[src/sgdmf_pkg.sv]
// Shared types, constants and fixed-point helpers for the latent-factor update engine.
package sgdmf_pkg;

  localparam int MAX_DIMS  = 16;
  localparam int VERTICES  = 1024;
  localparam int DIM_W     = $clog2(MAX_DIMS);
  localparam int VERT_W    = $clog2(VERTICES);
  localparam int ADDR_W    = VERT_W + DIM_W;
  localparam int Q_W       = 48;
  localparam int RATE_W    = 16;
  localparam int FRAC_W    = 32;
  localparam int CFG_IDX_W = 2;
  localparam int CFG_DAT_W = 48;
  localparam int STEP_W    = 48;
  localparam int REGW_W    = 32;
  localparam int DIMS_W    = 5;

  localparam logic signed [Q_W-1:0] Q_MAX  = {1'b0, {(Q_W-1){1'b1}}};
  localparam logic signed [Q_W-1:0] Q_MIN  = {1'b1, {(Q_W-1){1'b0}}};
  localparam logic signed [Q_W-1:0] HALF_Q = 48'sd2147483648;

  localparam logic [STEP_W-1:0] STEP_RST = 48'd98516242;
  localparam logic [REGW_W-1:0] REGW_RST = 32'd4294967;
  localparam logic [DIMS_W-1:0] DIMS_RST = 5'd16;

  typedef enum logic [CFG_IDX_W-1:0] {
    CFG_STEP = 2'd0,
    CFG_REGW = 2'd1,
    CFG_DIMS = 2'd2
  } cfg_idx_t;

  typedef struct packed {
    logic [STEP_W-1:0] step;
    logic [REGW_W-1:0] regw;
    logic [DIMS_W-1:0] dims;
  } cfg_t;

  typedef struct packed {
    logic                     kind;
    logic [VERT_W-1:0]        tb;
    logic [VERT_W-1:0]        nb;
    logic signed [RATE_W-1:0] rating;
  } item_t;

  typedef struct packed {
    logic           start;
    logic [Q_W-1:0] a_mag;
    logic [Q_W-1:0] b_mag;
    logic           neg;
    logic           sh48;
  } mul_req_t;

  function automatic logic signed [Q_W-1:0] sat49(input logic signed [Q_W:0] v);
    logic signed [Q_W-1:0] r;
    if (v[Q_W] != v[Q_W-1]) r = v[Q_W] ? Q_MIN : Q_MAX;
    else r = v[Q_W-1:0];
    return r;
  endfunction

  function automatic logic signed [Q_W-1:0] sat_add(input logic signed [Q_W-1:0] a,
                                                     input logic signed [Q_W-1:0] b);
    logic signed [Q_W:0] s;
    s = {a[Q_W-1], a} + {b[Q_W-1], b};
    return sat49(s);
  endfunction

  function automatic logic signed [Q_W-1:0] sat_sub(input logic signed [Q_W-1:0] a,
                                                     input logic signed [Q_W-1:0] b);
    logic signed [Q_W:0] s;
    s = {a[Q_W-1], a} - {b[Q_W-1], b};
    return sat49(s);
  endfunction

  function automatic logic [Q_W-1:0] mag(input logic signed [Q_W-1:0] v);
    logic [Q_W-1:0] r;
    r = v[Q_W-1] ? (~v + 1'b1) : v;
    return r;
  endfunction

endpackage

[src/sgdmf_front.sv]
// Front end: accepts items, normalizes vertex numbers and queues them for the back end.
module sgdmf_front (
  input  logic                          clk,
  input  logic                          rst_n,
  input  logic                          in_valid,
  output logic                          in_stall,
  input  logic                          in_kind,
  input  logic [9:0]                    in_target_vertex,
  input  logic [9:0]                    in_neighbor_vertex,
  input  logic signed [15:0]            in_rating,
  input  logic                          clearing,
  input  logic                          q_pop,
  output logic                          q_valid,
  output sgdmf_pkg::item_t              q_item
);

  sgdmf_pkg::item_t q_mem_r [2];
  logic       wr_ptr_r, wr_ptr_nxt;
  logic       rd_ptr_r, rd_ptr_nxt;
  logic [1:0] cnt_r, cnt_nxt;
  logic       push;
  sgdmf_pkg::item_t in_item;

  assign in_stall = (cnt_r == 2'd2) || clearing;
  assign push     = in_valid && !in_stall;
  assign q_valid  = (cnt_r != 2'd0);
  assign q_item   = q_mem_r[rd_ptr_r];

  // vertex field width is log2 of the vertex count, so the wrap is a plain mask
  always_comb begin
    in_item.kind   = in_kind;
    in_item.tb     = in_target_vertex[sgdmf_pkg::VERT_W-1:0];
    in_item.nb     = in_neighbor_vertex[sgdmf_pkg::VERT_W-1:0];
    in_item.rating = in_rating;
  end

  always_comb begin
    wr_ptr_nxt = push ? ~wr_ptr_r : wr_ptr_r;
    rd_ptr_nxt = (q_pop && q_valid) ? ~rd_ptr_r : rd_ptr_r;
    cnt_nxt    = cnt_r + {1'b0, push} - {1'b0, q_pop && q_valid};
  end

  always_ff @(posedge clk) begin
    if (!rst_n) begin
      wr_ptr_r <= 1'b0;
      rd_ptr_r <= 1'b0;
      cnt_r    <= 2'd0;
    end else begin
      wr_ptr_r <= wr_ptr_nxt;
      rd_ptr_r <= rd_ptr_nxt;
      cnt_r    <= cnt_nxt;
    end
  end

  always_ff @(posedge clk) begin
    if (push) q_mem_r[wr_ptr_r] <= in_item;
  end

endmodule

[config.mk]
export PLATFORM = sky130hd
export DESIGN_NAME = sgdmf_front
export DESIGN_NICKNAME = d
export VERILOG_FILES = /design/src/sgdmf_pkg.sv /design/src/sgdmf_front.sv
export SDC_FILE = /design/constraint.sdc
export NUM_CORES = 1
export LEC_CHECK = 0
export ABC_AREA = 0
export BUFFER_PORTS_ARGS = -buffer_cell sky130_fd_sc_hd__buf_2
export CORE_ASPECT_RATIO = 1.4
export CORE_MARGIN = 2
export CORE_UTILIZATION = 53
export DETAILED_ROUTE_END_ITERATION = 6
export PLACE_DENSITY = 0.78
export SLEW_MARGIN = 30
export SYNTH_ARGS = -nofsm -noshare
export SYNTH_HDL_FRONTEND = slang
export SYNTH_SLANG_ARGS = --single-unit
[constraint.sdc]
create_clock -name clk -period 4.3 [get_ports clk]
set_input_delay 0.86 -clock clk [delete_from_list [all_inputs] [get_ports clk]]
set_output_delay 0.86 -clock clk [all_outputs]
set_load 0.05 [all_outputs]
==> metrics.yaml <==
outcome:
  run_status: "finished, final reports clean"
synth:
  synth-warning-count: 0
  synth_commonest_cells: "edfxtp_1, mux2_4, mux2_2"
  synth_seq_cells: 79
  synth_edf_count: 74
  synth_flop_cell: "edfxtp_1"
  syn_area_per_cell_um2: 21.7
  synth_most_common_cell: "edfxtp_1"
  synthCells: 141
  syn_nets: 185
  yosysSeqAreaShare_pct: 75.8
  yosys.area.top_type: "edfxtp_1"
  syn-cell-area_mm2: 0.00307
  synth_top_area_share_pct: 72.5
  synth_cell_types: 18
  netlist_top_cells_area: "edfxtp_1, mux2_4, dfxtp_1"
  async_flop_share_pct: 0
setup_path:
  crit_arrival_ns: 1.96
  critPathKind: "register to primary output"
  r2r-start: "cnt_r[0]"
  cp-start-kind: "register"
  critPathRequiredTime_ns: 3.44
  worstSetupEndpointType: "primary output"
  cp_max_fo: 25
floorplan:
  fp.coreArea_mm2: 0.00557
  die_area_mm2: 0.00642
  row_count: 32
  die_width_um: 68.3
  die_y_um: 94.0
  ios: 81
  initial_utilization_pct: 55.1
clock_network:
  cts_setup_buffers: 0
  clk_pin_slew_ns: 0.07
  clock_latency_ns: 0.34
  cts_hold_buf: 0
  clockBufferDepth: 2
  cts_tree: "built"
  clock-sinks: 79
  h-tree-depth: 3
  cts_made_buffers: 9
  cts_root_buffer: "clkbuf_8"
  cts.repair.resized: 0
power:
  power.leakage_nw: 1.45
  vdd.ir_drop.worst_v: 0.000314
  powerDensity_mw_per_mm2: 566
  p_total_w: 0.00211
place:
  placed_area_mm2: 0.00356
  hpwl_um: 3180
  place.gp.congestion: 0.695
  portBuffers: 80
global_route:
  gr-total-overflow: 0
  grt_pass1_wl_um: 6550
  antenna_found_initial: 0
  grt_usage_pct: 14.9
  grt_max_degree: 26
  grt_pass1_vias: 1520
routing:
  post_drt_wl_per_cell_um: 14.7
  first_pass_iters: 4
  ant_nets: 0
  drt_iter0_markers: 61
  wl_um: 4460
  drcViolationCount: 0
  viasPerCell: 4.91
  vias: 1492
layout:
  fin_nets: 275
  utilization_pct: 66.9
  diodes: 0
  fillers: 391
  stdcell_area_mm2: 0.00372
  post_route_cells_drive_above_1_share_pct: 58.5
  syn_to_final_growth_pct: 21.4
timing:
  hold_violations: 0
  fin_tns_setup_ns: 0
  worst_slew_margin_rel_pct: 59.0
  fmax_mhz: 355
  setup_viol: 0
  tightest_slew_ns: 0.614
  fin_crit_ns: 2.82
  rsz0062_at_grt: "no"
  final-max-slew-violation-count: 0
  finalCritPeriodShare_pct: 65.5
  fin_worst_skew_ns: 0.00438
run:
  max-cap-violations: 0
worst_hold_path:
  hold_class: "register to register"
  min-delay-start: "wr_ptr_r"
==> flip-flops by register name, summed over array words and instances (netlist names), named ones only <==
name      count
cnt_r         2
q_mem_r      74
rd_ptr_r      1
wr_ptr_r      1
==> critical path, stage by stage (launching register included) <==
cell     delay, ns
dfxtp_2       0.56
buf_4         0.48
mux2_4        0.35
buf_2         0.21
==> cell families after synthesis <==
group	synth area share [%]
AOI/OAI and AO/OA	0.245
xor gates and xnor gates	0.857
adders and majority gates	0.816
buffers and inverters	2.57
DFF	75.8
muxes	17.6
and+or+nand+nor	2.16
==> final cells by class <==
cell class	instances	area, um2	area share, %
timing repair buffer	83	463	12.4
tap	68	85.1	2.29
inverter	2	7.51	0.202
multi-input combinational	56	679	18.3
clock buffer	9	124	3.33
sequential	79	2320	62.4
clock inverter	7	40.0	1.08
==> worst paths after layout <==
check	slack [ns]	endpoint	cells past startpoint
max	1.48	q_item[13]	3
min	0.52	wr_ptr_r	2
max reg2reg	2.44	q_mem_r[1][18]	4
min reg2reg	0.52	wr_ptr_r	2
==> per-stage QoR <==
stage	std cells	hold WS [ns]	worst slack, ns
6_report	304	0.518	1.48
5_1_grt	304	0.549	1.39
4_1_cts	304	0.521	1.44
3_5_place_dp	288	0.511	1.82
3_3_place_gp	286	0.505	1.72
2_1_floorplan	141	0.451	1.20
==> placed cells by master, fill, tap and decap left out, drive strengths merged, types with 2 or more instances in the layout <==
| cell type | instances |
|---|---|
| nand2b | 2 |
| clkbuf | 9 |
| nor2 | 2 |
| edfxtp | 74 |
| dfxtp | 5 |
| xnor2 | 3 |
| and2 | 2 |
| inv | 2 |
| ha | 2 |
| buf | 83 |
| clkinv | 4 |
| nor2b | 2 |
| nand2 | 2 |
| clkinvlp | 3 |
| mux2 | 37 |
==> power by group <==
part	leakage, nW	total [W]	switching (W)	internal, W
sequential	0.720	0.000945	0.0000369	0.000909
clock	0.0761	0.000443	0.000240	0.000203
combinational	0.653	0.000720	0.000470	0.000250
==> metal layers <==
metal  GRT usage, %  vias up  wire length [um]
met5              0        -                 0
met4           10.5        0               110
met3           3.36       12               224
met2           26.5       46              2490
met1           14.7      715              1640
li1               -      719                 -
Power figures use the tool's default switching activity.
